<file path="config.mk">
export PLATFORM = sky130hd
export DESIGN_NAME = ss_cell
export DESIGN_NICKNAME = d
export VERILOG_FILES = /design/src/design/selection_sort_defines.svh /design/src/design/ss_pkg.sv /design/src/design/ss_cell.sv
export SDC_FILE = /design/constraint.sdc
export NUM_CORES = 1
export LEC_CHECK = 0
export BUFFER_PORTS_ARGS = -buffer_cell sky130_fd_sc_hd__buf_2
export CELL_PAD_IN_SITES_DETAIL_PLACEMENT = 1
export CELL_PAD_IN_SITES_GLOBAL_PLACEMENT = 2
export CORE_MARGIN = 5
export CORE_UTILIZATION = 35
export DETAILED_ROUTE_END_ITERATION = 8
export PLACE_DENSITY = 0.9
export SETUP_SLACK_MARGIN = 0.05
export SLEW_MARGIN = 20
export SYNTH_ARGS = -nofsm -noshare
export SYNTH_HDL_FRONTEND = slang
export SYNTH_SLANG_ARGS = --single-unit
</file>
<file path="constraint.sdc">
create_clock -name clk_i -period 10 [get_ports clk_i]
set_clock_uncertainty 0.1 [all_clocks]
set_input_delay 2 -clock clk_i [delete_from_list [all_inputs] [get_ports clk_i]]
set_output_delay 2 -clock clk_i [all_outputs]
set_load 0.1 [all_outputs]
</file>
<file path="src/design/selection_sort_defines.svh">
// assertion macros shared by the sorter top level
// expects clk_i and rst_ni in the scope of each use
`ifndef SELECTION_SORT_DEFINES_SVH
`define SELECTION_SORT_DEFINES_SVH

// same-cycle implication, checked out of reset
`define SS_ASSERT_NOW(lbl, ante, cons, msg) \
  lbl: assert property (@(posedge clk_i) disable iff (!rst_ni) (ante) |-> (cons)) \
    else $error(msg);

// next-cycle implication, checked out of reset
`define SS_ASSERT_NEXT(lbl, ante, cons, msg) \
  lbl: assert property (@(posedge clk_i) disable iff (!rst_ni) (ante) |=> (cons)) \
    else $error(msg);

`endif

</file>
<file path="src/design/ss_pkg.sv">
// shared types and sizes for the selection sorter
// no dependencies
package ss_pkg;

  localparam int CAPACITY    = 64;
  localparam int VALUE_WIDTH = 32;
  localparam int CNT_W       = $clog2(CAPACITY + 1);

  typedef logic signed [VALUE_WIDTH-1:0] value_t;
  typedef logic [CNT_W-1:0]              count_t;

  typedef enum logic [2:0] {
    S_LOAD   = 3'b001,
    S_SETTLE = 3'b010,
    S_DRAIN  = 3'b100
  } state_e;

endpackage

</file>
<file path="src/design/ss_cell.sv">
// one cell of the sorting chain: keeps the smaller value, passes the larger on
// shifts toward the head of the chain while the batch drains; depends on ss_pkg
module ss_cell (
  input  logic           clk_i,
  input  logic           rst_ni,
  input  logic           shift_i,
  input  logic           in_vld_i,
  input  ss_pkg::value_t in_val_i,
  input  logic           nxt_vld_i,
  input  ss_pkg::value_t nxt_val_i,
  output logic           fwd_vld_o,
  output ss_pkg::value_t fwd_val_o,
  output logic           st_vld_o,
  output ss_pkg::value_t st_val_o
);
  import ss_pkg::*;

  logic   st_vld_q, st_vld_d;
  value_t st_val_q, st_val_d;
  logic   fwd_vld_q, fwd_vld_d;
  value_t fwd_val_q, fwd_val_d;

  always_comb begin
    st_vld_d  = st_vld_q;
    st_val_d  = st_val_q;
    fwd_vld_d = 1'b0;
    fwd_val_d = fwd_val_q;
    if (shift_i) begin
      st_vld_d = nxt_vld_i;
      st_val_d = nxt_val_i;
    end else if (in_vld_i) begin
      if (!st_vld_q) begin
        st_vld_d = 1'b1;
        st_val_d = in_val_i;
      end else if (in_val_i < st_val_q) begin
        // newcomer is smaller: keep it, push the old one down the chain
        st_val_d  = in_val_i;
        fwd_vld_d = 1'b1;
        fwd_val_d = st_val_q;
      end else begin
        fwd_vld_d = 1'b1;
        fwd_val_d = in_val_i;
      end
    end
  end

  always_ff @(posedge clk_i or negedge rst_ni) begin
    if (!rst_ni) begin
      st_vld_q  <= 1'b0;
      fwd_vld_q <= 1'b0;
    end else begin
      st_vld_q  <= st_vld_d;
      fwd_vld_q <= fwd_vld_d;
    end
  end

  always_ff @(posedge clk_i) begin
    st_val_q  <= st_val_d;
    fwd_val_q <= fwd_val_d;
  end

  assign fwd_vld_o = fwd_vld_q;
  assign fwd_val_o = fwd_val_q;
  assign st_vld_o  = st_vld_q;
  assign st_val_o  = st_val_q;

endmodule

</file>
==> impl_metrics.py, run 1 <==
metrics = {
    "status": {
        "outcome": "completed",
    },
    "drt": {
        "routed_wl_um": 8954,
        "viasPerCell": 4.768,
        "wl_per_cell_um": 16.64,
        "dr.pass1.iters": 4,
        "drt_iter0_drc": 49,
        "drc": 0,
        "ant_nets": 0,
        "dr_total_vias": 2565,
    },
    "floorplan": {
        "num_io_pins": 135,
        "core_um2": 10320,
        "die_area_um2": 12700,
        "start_util": 0.3577,
        "die_h_um": 112.7,
        "row_count": 37,
        "die_w_um": 112.7,
    },
    "timing": {
        "slew-limit-headroom": 0.3317,
        "hold_viol_final": 0,
        "period_minus_slack_ps": 4678,
        "hold_ws_ps": 497.1,
        "fmax_ghz": 0.2138,
        "rsz0062_at_grt": "no",
        "fin_setup_tns_ps": 0,
        "slew_violations": 0,
        "tightest_slew_ps": 1000,
        "finalCritPeriodShare": 0.4678,
        "finalSetupViolations": 0,
    },
    "cts": {
        "cts_resized": 0,
        "clk_latency_ps": 340,
        "clk_pin_slew_ps": 70,
        "holdBufCountCts": 0,
        "cts_root_buf": "clkbuf_8",
        "clock_path_buffers": 2,
        "cts_made_buffers": 9,
        "post_cts_buffers": 0,
        "tritoncts": "yes",
        "cts_sinks": 66,
        "h-tree-depth": 3,
    },
    "layout": {
        "final_cell_mix": "134 x buf_2, 64 x edfxtp_1, 35 x mux2_2, 32 x inv_1, 31 x ha_1",
        "layout_commonest_cell": "buf_2",
        "area_delta_synth_final_pct": 26.87,
        "nFillCells": 1119,
        "fin_nets": 497,
        "utilization": 0.4538,
        "diodes": 0,
        "stdcell_area_um2": 4684,
        "drive_above_1_share": 0.5448,
    },
    "worst_setup_path": {
        "critPathLaunchType": "primary input",
        "end_kind": "register",
        "critPathRequiredTime_ps": 10000,
        "r2r_cells": 9,
        "critPathKind": "in2reg",
        "crit_arrival_ps": 4670,
        "reg2reg_from": "st_val_o[25]",
        "r2r_slack_ps": 6660,
        "rr_endpoint": "fwd_val_o[1]",
        "path_max_fanout": 31,
    },
    "global_route": {
        "grt_pass1_vias": 2787,
        "grt_max_degree": 37,
        "overflow": 0,
        "antenna_found_initial": 0,
        "grt_usage": 0.1431,
        "grt_pass1_wl_um": 14280,
    },
    "power": {
        "power_density_nw_per_um2": 198.7,
        "finalPower_mw": 0.9309,
        "ir_drop_mv": 0.07532,
        "power.leakage_nw": 2.174,
    },
    "yosys": {
        "postSynthCellCount": 258,
        "ys_warn_count": 0,
        "syn_area_per_cell_um2": 14.31,
        "ys_ff_latch": 66,
        "ys_types": 29,
        "syn_nets": 358,
        "yosysSeqAreaShare": 0.5341,
        "syn_area_um2": 3692,
    },
    "placed_design": {
        "dp_hpwl_um": 6870,
        "place_area_um2": 4501,
        "gp_congestion": 0.7358,
        "io_buffers": 134,
    },
    "min_path": {
        "min_to": "st_vld_o",
        "hold_path_depth": 2,
        "hp-class": "reg2reg",
        "hold_start": "st_vld_o",
    },
    "job": {
        "cap_violations": 0,
    },
}
[per-layer routing]
metal	GRT usage	share of wire	vias up	routed length, um
met5	0	0	-	0
met4	0.05369	0.012	0	106
met3	0.03957	0.077	11	690
met2	0.2504	0.51	93	4536
met1	0.1668	0.40	1224	3621
li1	-	-	1237	-
[through the flow]
step	instances	worst slack, ps
detailed placement	522	4939
finish	538	5322
CTS	538	5309
global placement	522	5015
floorplan	258	4842
global route	538	5212
[cell usage after synthesis, drive strengths merged]
| cell | count | share of area |
|---|---|---|
| a211oi | 3 | 0.0095 |
| a21o | 1 | 0.0020 |
| a21oi | 11 | 0.015 |
| a221o | 2 | 0.0054 |
| a221oi | 1 | 0.0024 |
| a41oi | 1 | 0.0024 |
| and2 | 1 | 0.0024 |
| and4 | 2 | 0.0054 |
| buf | 4 | 0.010 |
| clkbuf | 3 | 0.0030 |
| dfrtp | 2 | 0.014 |
| edfxtp | 64 | 0.52 |
| ha | 31 | 0.11 |
| inv | 32 | 0.033 |
| mux2 | 64 | 0.22 |
| nand2 | 11 | 0.011 |
| nand2b | 1 | 0.0017 |
| nand3 | 2 | 0.0027 |
| nand4 | 2 | 0.0034 |
| nor2 | 10 | 0.010 |
| nor2b | 1 | 0.0017 |
| o21ai | 6 | 0.0081 |
| o22a | 1 | 0.0024 |
| o2bb2ai | 1 | 0.0024 |
| o41ai | 1 | 0.0024 |
[state kept, by name, summed over array words and instances, names as in the netlist]
| name | cells |
|---|---|
| fwd_val_o | 32 |
| st_val_o | 32 |
| fwd_vld_o | 1 |
| st_vld_o | 1 |
[layout make-up]
type                            instances  area [um^2]  share of cell area
Inverter                               32        120.1             0.02564
Clock buffer                            9        123.9             0.02644
Multi-Input combinational cell        153         1560              0.3331
Sequential cell                        66         1972              0.4209
Clock inverter                          7        60.06             0.01282
Tap cell                              136        170.2             0.03632
Timing Repair Buffer                  135        678.2              0.1448
[report_power, final]
part           internal (mW)  switching, mW
Clock                  0.112          0.104
Sequential             0.341         0.0145
Combinational          0.106          0.253
[how the worst max path moves through the flow]
stage,startpoint,to,slack [ps],depth (start not counted)
6_report,in_val_i[25],fwd_val_o[1],5320,9
3_5_place_dp,in_val_i[25],fwd_val_o[1],4940,9
2_1_floorplan,in_val_i[25],st_val_o[0],4840,8
4_1_cts,in_val_i[25],fwd_val_o[1],5310,9
5_1_grt,in_val_i[25],fwd_val_o[1],5210,9
3_3_place_gp,in_val_i[25],fwd_val_o[1],5020,9
[critical path, cell delays in order]
cell and delay [ps]:
buf_2 120, ha_1 300, a21o_1 190, a221o_1 310, a221o_1 390, o2bb2ai_1 170
a211oi_4 250, buf_4 540, mux2_2 400
[cell families (layout without fill, tap and decap cells)]
| group | after synthesis | count (layout) | synth area share |
|---|---|---|---|
| flip-flops | 66 | 66 | 0.5341 |
| multiplexers | 64 | 64 | 0.2247 |
| buffers and inverters | 39 | 183 | 0.04575 |
| adder cells (fa/ha/maj) | 31 | 31 | 0.1050 |
| AND/OR/NAND/NOR | 30 | 30 | 0.03863 |
| AO/OA/AOI/OAI | 28 | 28 | 0.05185 |
Power figures use the tool's default switching activity.
==> inputs of run 2 (changes only) <==
--- a/config.mk
+++ b/config.mk
@@ -9,9 +9,9 @@
 export CELL_PAD_IN_SITES_DETAIL_PLACEMENT = 1
 export CELL_PAD_IN_SITES_GLOBAL_PLACEMENT = 2
 export CORE_MARGIN = 5
-export CORE_UTILIZATION = 35
+export CORE_UTILIZATION = 29
 export DETAILED_ROUTE_END_ITERATION = 8
-export PLACE_DENSITY = 0.9
+export PLACE_DENSITY = 0.8
 export SETUP_SLACK_MARGIN = 0.05
 export SLEW_MARGIN = 20
 export SYNTH_ARGS = -nofsm -noshare
==> constraint.sdc (replaced) <==
create_clock -name clk_i -period 3.85 [get_ports clk_i]
set_clock_uncertainty 0.1 [all_clocks]
set_input_delay 0.77 -clock clk_i [delete_from_list [all_inputs] [get_ports clk_i]]
set_output_delay 0.77 -clock clk_i [all_outputs]
set_load 0.1 [all_outputs]
==> impl_metrics.py, run 2 (same netlist as run 1, synthesis figures left out) <==
metrics = {
    "power": {
        "p_int_mw": 1.679,
        "ir_drop_mv": 0.2390,
        "power.leakage_nw": 2.256,
        "clkPwrFrac": 0.294,
        "p_switching_mw": 0.9880,
        "power_density_nw_per_um2": 544.1,
        "pwr-share-seq": 0.346,
        "p_comb_frac": 0.360,
        "swShare": 0.3704,
    },
    "layout": {
        "instances_no_fill": 580,
        "utilization": 0.3900,
        "stdcell_area_um2": 4902,
        "drive_above_1_share": 0.5441,
        "area_delta_synth_final_pct": 32.77,
        "layout_commonest_cell": "buf_2",
        "diodes": 0,
        "fin_nets": 503,
        "final_cell_mix": "134 x buf_2, 64 x edfxtp_1, 35 x mux2_2, 32 x inv_1, 31 x ha_1",
        "nFillCells": 1365,
    },
    "timing": {
        "finalSetupViolations": 0,
        "hold_viol_final": 0,
        "finalCritPeriodShare": 0.8417,
        "fmax_ghz": 0.3086,
        "slew_violations": 0,
        "rsz0062_at_grt": "no",
        "slew-limit-headroom": 0.6647,
        "setup_slack_ps": 609.3,
        "tightest_slew_ps": 506.5,
        "period_minus_slack_ps": 3241,
        "fin_setup_tns_ps": 0,
    },
    "min_path": {
        "hp-class": "in2async",
    },
    "cts": {
        "clk_latency_ps": 330,
        "cts_root_buf": "clkbuf_16",
        "post_cts_buffers": 0,
        "holdBufCountCts": 0,
        "tritoncts": "yes",
        "cts_made_buffers": 9,
        "clock_path_buffers": 2,
        "h-tree-depth": 3,
        "cts_sinks": 66,
        "clk_pin_slew_ps": 50,
        "cts_resized": 0,
    },
    "drt": {
        "viasPerCell": 4.490,
        "dr_wl_met3_um": 757,
        "routed_wl_um": 9290,
        "dr_total_vias": 2604,
        "ant_nets": 0,
        "dr.pass1.iters": 4,
        "drt_iter0_drc": 108,
        "wl_per_cell_um": 16.02,
        "met2_length_um": 4593,
        "wl_met1_um": 3824,
        "drc": 0,
        "top_layer": "met4",
    },
    "worst_setup_path": {
        "reg2reg_from": "st_val_o[25]",
        "critPathLaunchType": "primary input",
        "end_kind": "register",
        "r2r_cells": 10,
        "rr_endpoint": "st_val_o[17]",
        "critPathRequiredTime_ps": 3770,
        "r2r_slack_ps": 740,
        "cpPeakStageDelay_ps": 380,
        "path_cells": "buf_2 -> ha_1 -> a21o_1 -> a221o_1 -> a221o_1 -> o2bb2ai_1 -> a211oi_4 -> buf_4 -> o22a_4 -> buf_4",
        "crit_family": "compound AO/OA/AOI/OAI gates",
        "path_max_fanout": 14,
        "crit_path_start": "in_val_i[25]",
        "cpMaxStageDelayCell": "a221o_1",
        "crit_arrival_ps": 3160,
        "path_buf_inv": 3,
        "critPathKind": "in2reg",
    },
    "global_route": {
        "grt_pass1_vias": 2813,
        "grt_pass1_wl_um": 14260,
        "grt_max_degree": 33,
        "overflow": 0,
        "grt_usage": 0.1269,
        "antenna_found_initial": 0,
    },
    "floorplan": {
        "core_um2": 12570,
        "die_w_um": 122.8,
        "start_util": 0.2938,
        "row_count": 41,
        "die_area_um2": 15090,
        "num_io_pins": 135,
        "die_h_um": 122.8,
    },
    "placed_design": {
        "io_buffers": 134,
        "place_area_um2": 4623,
        "dp_slack_ps": 244.8,
        "gp_congestion": 0.7235,
        "placedCellCount": 564,
        "dp_hpwl_um": 7134,
    },
    "status": {
        "outcome": "completed",
    },
    "job": {
        "cap_violations": 0,
    },
}
run 2: changes by cell type in the layout (fill, tap and decap cells not counted), moves of 2 or more:
cell	change
clkinv_2	-2
buf_4	+4
clkbuf_1	+3
clkbuf_16	+9
buf_12	+2
clkbuf_8	-9
run 2: power by group through the flow:
| stage | clock [mW] | sequential, mW | combinational [mW] |
|---|---|---|---|
| global placement | 0 | 0.937 | 0.955 |
| global route | 0.841 | 0.932 | 1.02 |
| finish | 0.783 | 0.924 | 0.960 |
| CTS | 0.812 | 0.925 | 0.976 |
| floorplan | 0 | 1.37 | 0.351 |
| detailed placement | 0 | 0.939 | 0.973 |
run 2: per-layer routing:
layer  vias to the layer above  track usage
met1                      1260       0.1427
met2                        81       0.2176
met5                         -            0
met4                         0      0.04619
met3                         9      0.04931
li1                       1254            -
run 2: area by class of cell:
cell class / count / area (um^2) / area share
clock inverters: 4 / 42.54 / 0.008678
flip-flops and latches: 66 / 1972 / 0.4022
multi-input cells: 153 / 1568 / 0.3198
inverters: 32 / 120.1 / 0.02450
repair buffers: 141 / 748.2 / 0.1526
well taps: 172 / 215.2 / 0.04390
clock buffers: 12 / 236.5 / 0.04824
run 2: through the flow:
step | total power [mW] | hold WS, ps
floorplan | 1.717 | 374.4
global placement | 1.892 | 453.1
detailed placement | 1.912 | 458.4
CTS | 2.713 | 100.9
global route | 2.792 | 100.6
finish | 2.667 | 119.2
run 2: worst max-delay path by stage:
stage	cells past startpoint	slack (ps)	endpoint
after floorplan	9	150	st_val_o[0]
after global placement	10	310	st_val_o[17]
after detailed placement	10	240	st_val_o[17]
after CTS	10	600	st_val_o[25]
after global routing	10	510	st_val_o[25]
final	10	610	st_val_o[17]
